===== src/hw/rtl/rcsf_pkg.sv =====
// Shared types and constants of the RGB color sequence fader.
package rcsf_pkg;

    localparam int MAX_COLORS = 16;
    localparam int IDX_W      = $clog2(MAX_COLORS);
    localparam int CNT_W      = $clog2(MAX_COLORS + 1);
    localparam int POS_W      = 17;
    localparam int HOLD_W     = 16;
    localparam int FADE_W     = 16;
    localparam int COLOR_W    = 24;
    localparam int DIVIDEND_W = 24;
    localparam int DIVISOR_W  = 16;
    localparam int DIVCNT_W   = $clog2(DIVIDEND_W);

    localparam logic [1:0] ACT_TICK    = 2'd0;
    localparam logic [1:0] ACT_LOAD    = 2'd1;
    localparam logic [1:0] ACT_RESTART = 2'd2;

    localparam logic [1:0] CFG_FADE_TICKS = 2'd0;
    localparam logic [1:0] CFG_NUM_COLORS = 2'd1;
    localparam logic [1:0] CFG_STOP_AFTER = 2'd2;

    localparam logic [1:0] CH_BLUE  = 2'd0;
    localparam logic [1:0] CH_GREEN = 2'd1;
    localparam logic [1:0] CH_RED   = 2'd2;

    typedef struct packed {
        logic               en;
        logic [IDX_W-1:0]   addr;
        logic [COLOR_W-1:0] color;
        logic [HOLD_W-1:0]  hold;
    } tbl_wr_t;

    typedef struct packed {
        logic [COLOR_W-1:0] color;
        logic [HOLD_W-1:0]  hold;
    } tbl_rd_t;

    typedef struct packed {
        logic                  start;
        logic [DIVIDEND_W-1:0] dividend;
        logic [DIVISOR_W-1:0]  divisor;
    } div_req_t;

    typedef struct packed {
        logic                  done;
        logic [DIVIDEND_W-1:0] quotient;
    } div_rsp_t;

endpackage


===== src/hw/rtl/rgb_color_sequence_fader_top.sv =====
// Top level of the RGB color sequence fader: sequencer, state and output word register.
// A load writes one table entry; a restart shows entry 0; a fading tick runs the
// serial divider (24 steps per channel) for blue, green then red; a hold tick skips it.
// Throughput: one input word at a time; the next is taken once the result is loaded.
// Ticks while stopped and unused codes are accepted and give no result.
// Reset (rst_n, async, active low) clears state and output valid, sets config defaults; tables start unwritten.
module rgb_color_sequence_fader_top (
    input  logic        clk,
    input  logic        rst_n,
    input  logic        in_valid,
    output logic        in_stall,
    input  logic [1:0]  action,
    input  logic [3:0]  entry_index,
    input  logic [7:0]  entry_red,
    input  logic [7:0]  entry_green,
    input  logic [7:0]  entry_blue,
    input  logic [15:0] entry_hold,
    output logic        out_valid,
    input  logic        out_stall,
    output logic [7:0]  red_level,
    output logic [7:0]  green_level,
    output logic [7:0]  blue_level,
    output logic        red_on,
    output logic        green_on,
    output logic        blue_on,
    output logic [3:0]  segment_now,
    output logic        still_running,
    input  logic        cfg_valid,
    output logic        cfg_ready,
    input  logic [1:0]  cfg_index,
    input  logic [15:0] cfg_data
);
    import rcsf_pkg::*;

    typedef enum logic [7:0] {
        ST_IDLE = 8'b0000_0001,
        ST_RDS  = 8'b0000_0010,
        ST_RDN  = 8'b0000_0100,
        ST_POS  = 8'b0000_1000,
        ST_CHK  = 8'b0001_0000,
        ST_MUL  = 8'b0010_0000,
        ST_DIV  = 8'b0100_0000,
        ST_OUT  = 8'b1000_0000
    } state_t;

    state_t state_reg;

    logic [FADE_W-1:0]  fade_reg;
    logic [CNT_W-1:0]   num_reg;
    logic               stop_reg;

    logic [POS_W-1:0]   position_reg;
    logic [IDX_W-1:0]   segment_reg;
    logic [COLOR_W-1:0] current_color_reg;
    logic               running_reg;

    logic               restart_reg;
    logic [IDX_W-1:0]   seg_reg;
    logic [IDX_W-1:0]   next_reg;
    logic [COLOR_W-1:0] start_reg;
    logic [COLOR_W-1:0] end_reg;
    logic [HOLD_W-1:0]  hold_reg;
    logic [POS_W-1:0]   pos_new_reg;
    logic [POS_W-1:0]   end_sum_reg;
    logic [FADE_W-1:0]  t_reg;
    logic [1:0]         ch_reg;
    logic               neg_reg;

    logic               out_valid_reg;

    logic               in_accept;
    logic               out_free;
    logic [CNT_W-1:0]   n_eff;
    logic [IDX_W-1:0]   last_idx;
    logic [IDX_W-1:0]   seg_sel;
    logic [IDX_W-1:0]   next_sel;
    logic [FADE_W-1:0]  fade_eff;
    logic [POS_W-1:0]   t_diff;
    logic               over_hold;
    logic               seg_end;
    logic [7:0]         s_byte;
    logic [7:0]         e_byte;
    logic [7:0]         mag;
    logic [7:0]         q_byte;
    logic [7:0]         v_byte;

    tbl_wr_t            tbl_wr;
    tbl_rd_t            tbl_rd;
    logic [IDX_W-1:0]   tbl_addr;
    div_req_t           div_req;
    div_rsp_t           div_rsp;

    assign in_stall  = state_reg != ST_IDLE;
    assign in_accept = in_valid && !in_stall;
    assign out_free  = !out_valid_reg || !out_stall;
    assign cfg_ready = 1'b1;

    always_comb
    begin
        if (num_reg == '0)
        begin
            n_eff = CNT_W'(1);
        end
        else if (num_reg > CNT_W'(MAX_COLORS))
        begin
            n_eff = CNT_W'(MAX_COLORS);
        end
        else
        begin
            n_eff = num_reg;
        end
    end

    assign last_idx = IDX_W'(n_eff - 1'b1);
    assign seg_sel  = ({1'b0, segment_reg} < n_eff) ? segment_reg : last_idx;
    assign next_sel = (seg_sel >= last_idx) ? '0 : seg_sel + 1'b1;
    assign fade_eff = (fade_reg == '0) ? FADE_W'(1) : fade_reg;

    assign t_diff    = pos_new_reg - {1'b0, hold_reg};
    assign over_hold = pos_new_reg > {1'b0, hold_reg};
    assign seg_end   = pos_new_reg >= end_sum_reg;

    always_comb
    begin
        case (ch_reg)
            CH_BLUE:
            begin
                s_byte = start_reg[7:0];
                e_byte = end_reg[7:0];
            end
            CH_GREEN:
            begin
                s_byte = start_reg[15:8];
                e_byte = end_reg[15:8];
            end
            default:
            begin
                s_byte = start_reg[23:16];
                e_byte = end_reg[23:16];
            end
        endcase
    end

    assign mag    = (e_byte < s_byte) ? s_byte - e_byte : e_byte - s_byte;
    assign q_byte = div_rsp.quotient[7:0];
    assign v_byte = neg_reg ? s_byte - q_byte : s_byte + q_byte;

    assign tbl_wr.en    = in_accept && (action == ACT_LOAD);
    assign tbl_wr.addr  = entry_index;
    assign tbl_wr.color = {entry_red, entry_green, entry_blue};
    assign tbl_wr.hold  = entry_hold;
    assign tbl_addr     = (state_reg == ST_RDN) ? next_reg : seg_reg;

    assign div_req.start    = state_reg == ST_MUL;
    assign div_req.dividend = DIVIDEND_W'(t_reg) * DIVIDEND_W'(mag);
    assign div_req.divisor  = fade_eff;

    rcsf_table u_table (
        .clk     (clk),
        .wr      (tbl_wr),
        .rd_addr (tbl_addr),
        .rd      (tbl_rd)
    );

    rcsf_div u_div (
        .clk   (clk),
        .rst_n (rst_n),
        .req   (div_req),
        .rsp   (div_rsp)
    );

    always_ff @(posedge clk or negedge rst_n)
    begin
        if (!rst_n)
        begin
            fade_reg <= FADE_W'(1);
            num_reg  <= CNT_W'(1);
            stop_reg <= 1'b0;
        end
        else if (cfg_valid && cfg_ready)
        begin
            unique case (cfg_index)
                CFG_FADE_TICKS: fade_reg <= cfg_data;
                CFG_NUM_COLORS: num_reg  <= cfg_data[CNT_W-1:0];
                CFG_STOP_AFTER: stop_reg <= cfg_data[0];
                default:        ;
            endcase
        end
    end

    always_ff @(posedge clk or negedge rst_n)
    begin
        if (!rst_n)
        begin
            state_reg         <= ST_IDLE;
            position_reg      <= '0;
            segment_reg       <= '0;
            current_color_reg <= '0;
            running_reg       <= 1'b0;
            restart_reg       <= 1'b0;
            seg_reg           <= '0;
            next_reg          <= '0;
            ch_reg            <= CH_BLUE;
        end
        else
        begin
            unique case (state_reg)
                ST_IDLE:
                begin
                    if (in_accept && action == ACT_RESTART)
                    begin
                        restart_reg <= 1'b1;
                        seg_reg     <= '0;
                        state_reg   <= ST_RDS;
                    end
                    else if (in_accept && action == ACT_TICK && running_reg)
                    begin
                        restart_reg <= 1'b0;
                        seg_reg     <= seg_sel;
                        next_reg    <= next_sel;
                        state_reg   <= ST_RDS;
                    end
                end
                ST_RDS:
                begin
                    state_reg <= ST_RDN;
                end
                ST_RDN:
                begin
                    if (restart_reg)
                    begin
                        current_color_reg <= tbl_rd.color;
                        segment_reg       <= '0;
                        position_reg      <= '0;
                        running_reg       <= 1'b1;
                        state_reg         <= ST_OUT;
                    end
                    else
                    begin
                        state_reg <= ST_POS;
                    end
                end
                ST_POS:
                begin
                    state_reg <= ST_CHK;
                end
                ST_CHK:
                begin
                    if (seg_end)
                    begin
                        position_reg <= '0;
                        segment_reg  <= next_reg;
                        if (stop_reg)
                        begin
                            running_reg <= 1'b0;
                        end
                    end
                    else
                    begin
                        position_reg <= pos_new_reg;
                        segment_reg  <= seg_reg;
                    end
                    if (over_hold)
                    begin
                        ch_reg    <= CH_BLUE;
                        state_reg <= ST_MUL;
                    end
                    else
                    begin
                        current_color_reg <= start_reg;
                        state_reg         <= ST_OUT;
                    end
                end
                ST_MUL:
                begin
                    state_reg <= ST_DIV;
                end
                ST_DIV:
                begin
                    if (div_rsp.done)
                    begin
                        case (ch_reg)
                            CH_BLUE:  current_color_reg[7:0]   <= v_byte;
                            CH_GREEN: current_color_reg[15:8]  <= v_byte;
                            default:  current_color_reg[23:16] <= v_byte;
                        endcase
                        if (ch_reg == CH_RED)
                        begin
                            state_reg <= ST_OUT;
                        end
                        else
                        begin
                            ch_reg    <= ch_reg + 1'b1;
                            state_reg <= ST_MUL;
                        end
                    end
                end
                ST_OUT:
                begin
                    if (out_free)
                    begin
                        state_reg <= ST_IDLE;
                    end
                end
                default:
                begin
                    state_reg <= ST_IDLE;
                end
            endcase
        end
    end

    always_ff @(posedge clk)
    begin
        if (state_reg == ST_RDN)
        begin
            start_reg <= tbl_rd.color;
            hold_reg  <= tbl_rd.hold;
        end
        if (state_reg == ST_POS)
        begin
            end_reg     <= tbl_rd.color;
            pos_new_reg <= position_reg + 1'b1;
            end_sum_reg <= POS_W'(hold_reg) + POS_W'(fade_eff);
        end
        if (state_reg == ST_CHK)
        begin
            t_reg <= (t_diff > POS_W'(fade_eff)) ? fade_eff : t_diff[FADE_W-1:0];
        end
        if (state_reg == ST_MUL)
        begin
            neg_reg <= e_byte < s_byte;
        end
    end

    always_ff @(posedge clk or negedge rst_n)
    begin
        if (!rst_n)
        begin
            out_valid_reg <= 1'b0;
        end
        else if (state_reg == ST_OUT && out_free)
        begin
            out_valid_reg <= 1'b1;
        end
        else if (!out_stall)
        begin
            out_valid_reg <= 1'b0;
        end
    end

    always_ff @(posedge clk)
    begin
        if (state_reg == ST_OUT && out_free)
        begin
            red_level     <= current_color_reg[23:16];
            green_level   <= current_color_reg[15:8];
            blue_level    <= current_color_reg[7:0];
            red_on        <= current_color_reg[23:16] != 8'd0;
            green_on      <= current_color_reg[15:8] != 8'd0;
            blue_on       <= current_color_reg[7:0] != 8'd0;
            segment_now   <= segment_reg;
            still_running <= running_reg;
        end
    end

    assign out_valid = out_valid_reg;

    a_stop_only_when_enabled: assert property (
        @(posedge clk) disable iff (!rst_n)
        $fell(running_reg) |-> $past(stop_reg)
    ) else $error("running cleared without stop_after_segment");

    a_div_done_in_wait: assert property (
        @(posedge clk) disable iff (!rst_n)
        div_rsp.done |-> state_reg == ST_DIV
    ) else $error("divider finished outside its wait state");

    a_out_from_out_state: assert property (
        @(posedge clk) disable iff (!rst_n)
        $rose(out_valid_reg) |-> $past(state_reg == ST_OUT)
    ) else $error("result word loaded outside the output state");

endmodule


===== src/hw/rtl/rcsf_table.sv =====
// Color and hold table memory with one write port and one registered read port.
module rcsf_table (
    input  logic                     clk,
    input  rcsf_pkg::tbl_wr_t        wr,
    input  logic [rcsf_pkg::IDX_W-1:0] rd_addr,
    output rcsf_pkg::tbl_rd_t        rd
);
    import rcsf_pkg::*;

    tbl_rd_t mem [MAX_COLORS];

    always_ff @(posedge clk)
    begin
        if (wr.en)
        begin
            mem[wr.addr] <= '{color: wr.color, hold: wr.hold};
        end
        rd <= mem[rd_addr];
    end

endmodule


===== src/hw/rtl/rcsf_div.sv =====
// Restoring serial divider, one quotient bit per cycle.
module rcsf_div (
    input  logic               clk,
    input  logic               rst_n,
    input  rcsf_pkg::div_req_t req,
    output rcsf_pkg::div_rsp_t rsp
);
    import rcsf_pkg::*;

    logic                  busy_reg;
    logic                  done_reg;
    logic [DIVCNT_W-1:0]   cnt_reg;
    logic [DIVISOR_W-1:0]  rem_reg;
    logic [DIVIDEND_W-1:0] quo_reg;
    logic [DIVISOR_W-1:0]  dvs_reg;

    logic [DIVISOR_W:0]    shifted;
    logic [DIVISOR_W:0]    trial;
    logic                  fits;

    assign shifted = {rem_reg, quo_reg[DIVIDEND_W-1]};
    assign trial   = shifted - {1'b0, dvs_reg};
    assign fits    = shifted >= {1'b0, dvs_reg};

    always_ff @(posedge clk or negedge rst_n)
    begin
        if (!rst_n)
        begin
            busy_reg <= 1'b0;
            done_reg <= 1'b0;
            cnt_reg  <= '0;
        end
        else if (req.start)
        begin
            busy_reg <= 1'b1;
            done_reg <= 1'b0;
            cnt_reg  <= '0;
        end
        else if (busy_reg)
        begin
            if (cnt_reg == DIVCNT_W'(DIVIDEND_W - 1))
            begin
                busy_reg <= 1'b0;
                done_reg <= 1'b1;
            end
            else
            begin
                cnt_reg <= cnt_reg + 1'b1;
            end
        end
        else
        begin
            done_reg <= 1'b0;
        end
    end

    always_ff @(posedge clk)
    begin
        if (req.start)
        begin
            quo_reg <= req.dividend;
            rem_reg <= '0;
            dvs_reg <= req.divisor;
        end
        else if (busy_reg)
        begin
            rem_reg <= fits ? trial[DIVISOR_W-1:0] : shifted[DIVISOR_W-1:0];
            quo_reg <= {quo_reg[DIVIDEND_W-2:0], fits};
        end
    end

    assign rsp.done     = done_reg;
    assign rsp.quotient = quo_reg;

endmodule

===== config.mk =====
export PLATFORM = sky130hd
export DESIGN_NAME = rgb_color_sequence_fader_top
export DESIGN_NICKNAME = d
export VERILOG_FILES = /design/src/hw/rtl/rcsf_pkg.sv /design/src/hw/rtl/rgb_color_sequence_fader_top.sv /design/src/hw/rtl/rcsf_table.sv /design/src/hw/rtl/rcsf_div.sv
export SDC_FILE = /design/constraint.sdc
export NUM_CORES = 2
export LEC_CHECK = 0
export BUFFER_PORTS_ARGS = -buffer_cell sky130_fd_sc_hd__clkbuf_2
export CAP_MARGIN = 30
export CELL_PAD_IN_SITES_DETAIL_PLACEMENT = 2
export CELL_PAD_IN_SITES_GLOBAL_PLACEMENT = 2
export CORE_MARGIN = 2
export CORE_UTILIZATION = 30
export DETAILED_ROUTE_END_ITERATION = 10
export PLACE_DENSITY_LB_ADDON = 0.1
export SYNTH_ARGS = -nofsm -noshare
export SYNTH_HDL_FRONTEND = slang
export SYNTH_SLANG_ARGS = --single-unit

===== constraint.sdc =====
create_clock -name clk -period 7.9 [get_ports clk]
set_clock_uncertainty 0.15 [all_clocks]
set_input_delay 1.58 -clock clk [delete_from_list [all_inputs] [get_ports clk]]
set_output_delay 1.58 -clock clk [all_outputs]
set_load 0.05 [all_outputs]

==> impl_results.md <==
- Status: finished clean
- Top FF cell, synth: edfxtp_1
- Number of global-route vias before repair: roughly 32,000
- Clock-pin transition on the worst setup and hold timing paths: approximately 0.06 ns
- R2R setup slack: 0.22 ns
- Setup Viol. Count Final: 0
- Fin crit period: 7.682 ns
- Die X: 394.8 um
- CP Class: register to register
- Synth unique cells: slightly above 70
- M1 WL: 64,430 um
- Die Y: 394.8 um
- Min-Delay Path Class: register to register
- Post-Syn Instances: 3,644
- Max-Cap Viols: 0
- Critical path capture point type: register
- Yosys top cell by area: edfxtp_1
- Peak supply drop: 0.1657 mV
- Peak Freq: 130.2 MHz
- Ranking of synthesized cells by area: edfxtp_1, dfrtp_1, ha_1, fa_1, nand2_1
- Full die area: 155,900 sq um
- Avg WL per Cell: ~23 um
- Syn-to-layout area delta: 16.63%
- Sink Count: around 1,000
- Final routed DRC violation total: 0
- RSZ-0062 raised after global routing: yes
- Antenna violations before repair: 13
- Largest Register: u_table.mem
- Critical path launch point: ch_reg[0]
- WL met3: 4604 um
- Num CTS Buffers: around 110
- EDFF count, synth: roughly 830
- Final Max Tran Viols: 0
- Post-DP Area: 49,480 sq um
- Startpoint Class: register
- Required @ worst endpoint: roughly 8.3 ns
- Reg-to-reg startpoint: ch_reg[0]
- First-pass GRT wire length: 207,800 um
- Min-delay src: u_table.rd[6]
- Worst Path Arrival: 8.10 ns
- Max FO, Critical Path: 8
- Via count: 29,330
- Fin cells: 5,918
- Post-route ant nets: 0
- Largest net degree at the start of global routing: 174
- Asr flop ratio synth: about a tenth
- Worst skew pair latency: 0.75 ns
- Post-DP HPWL: approximately 86,000 um
- Most instantiated library cell after synthesis: edfxtp_1
- PortBufs: 102
- Drt first pass iters: 5
- Mapped cell area: 45,830 sq um
- Share of layout cells above drive strength 1: about an eighth
- Placed cells: roughly 5,700
- Synth Area per Inst: 12.58 sq um
- Drt initial violations: 1,237
- DR WL met2: 65,060 um
- Final Hold Vio Count: 0
- Top Registers: u_table.mem x640, u_table.rd x40
- Clock Tree Buf Depth: 3
- Total track usage: 17.56%
- Initial core utilization: a little under a third
- Post-layout net count: 4,104
- Share of the synthesized area in the top cell type: between 50 and 60%
- Final WL: between 100,000 and 150,000 um
- Leak Pwr: a little under 20 nW
- Pwr per Cell Area: about 210 nW/um^2
- Design area: 53,450 sq um
- Seq/Total Area, Yosys: between 60% and 70%
- Slowest CP cell: fa_1
- Synth warn: 0
- Routability congestion estimate: 0.7708
- Worst slew pin tran: 0.9455 ns
- Largest stage delay, worst path: 0.51 ns
- Largest register FFs: 640
- Gr ovfl total: 0
- Part of the cycle the worst path needs: 97.24%
- CTS tree: built
- Top routing layer used: met5
- Root Buffer: clkbuf_16
- Syn nets: 3,958
- Drt via density: 4.955
- Post-synth top cells: edfxtp_1, nand2_1, and2_1
- Row count: 143
- Core Region: 151,900 sq um
- Synth Register Bits: 978
- H-tree Lvls: 3
- CTS Hold Bufs: 0
- I/O pin total: 104
- Rel. slew slack: ~37%
## critical path, delay by kind of cell, from the launching register on
kind	cells	cell delay [ns]
AO/OA/AOI/OAI	10	2.02
XOR/XNOR	1	0.22
adder cells (fa/ha/maj)	7	2.72
buffers and inverters	7	0.74
flip-flops	1	0.41
multiplexers	1	0.25
AND/OR/NAND/NOR	5	1.04
## what timing repair did
action | CTS | global route
gates cloned | 0 | 1
setup buffers | 0 | 5
resized for setup | 4 | 50
endpoints found under the setup margin | 4 | 10
pin swaps | 1 | 11
## worst paths after layout
kind / to / depth (start not counted)
min: hold_reg[6] / 0
max reg2reg: u_div.quo_reg[23] / 31
min reg2reg: hold_reg[6] / 0
min in group asynchronous: current_color_reg[18] / 1
max: u_div.quo_reg[23] / 31
max in group asynchronous: state_reg[4] / 2
## report_power, final
group          internal, mW  switching, mW  leakage [nW]  total, mW
clock                  2.95           2.21          1.78       5.15
sequential             5.65         0.0669          9.19       5.72
combinational         0.169          0.296          8.69      0.465
total                  8.77           2.57          19.7       11.3
## area by class of cell
| type | count | area (sq um) |
|---|---|---|
| fillers | 15580 | 98450 |
| flip-flops and latches | 978 | 28340 |
| multi-input cells | 2257 | 16430 |
| clock buffers | 142 | 2995 |
| well taps | 2030 | 2540 |
| repair buffers | 227 | 1689 |
| inverters | 214 | 803.3 |
| clock inverters | 68 | 654.4 |
| diodes | 2 | 5.005 |
## cells in the final DEF (no fill, tap or decap), types with 95 or more instances in the layout
cell type,count
clkbuf_2,101
inv_1,210
edfxtp_1,827
o21ai_0,126
clkbuf_16,112
a211oi_1,205
a31oi_1,95
buf_4,104
nand2_1,474
ha_1,148
and2_1,239
a21oi_1,146
## cell families (layout without fill, tap and decap cells)
kind of cell,Yosys count,after routing,share of synthesized area [%]
muxes,56,56,1.300
xor gates and xnor gates,99,99,1.908
adders and majority gates,248,248,8.229
other,1,3,0.008183
DFF,978,978,61.83
AOI/OAI and AO/OA,865,865,12.91
and+or+nand+nor,988,988,10.43
buffers and inverters,409,651,3.383
## metal layers
metal | GRT usage [%] | vias up
met5 | 0 | -
met4 | 4.246 | 14
met3 | 3.026 | 181
met2 | 29.17 | 347
met1 | 23.80 | 15100
li1 | - | 13680
## stage by stage
step | hold slack, ns | utilization [%] | power (mW) | worst slack, ns | TNS (ns)
after global routing | 0.2641 | 35.18 | 11.76 | -0.08991 | -0.2050
after global placement | 0.2365 | 32.49 | 6.288 | 0.04158 | 0
after detailed placement | 0.2397 | 32.58 | 6.298 | -0.1520 | -0.2741
after floorplan | 0.2355 | - | 6.065 | 0.06265 | 0
after CTS | 0.2517 | 34.99 | 11.52 | 0.02206 | 0
final | 0.2503 | 35.19 | 11.34 | 0.2177 | 0
Power figures use the tool's default switching activity.
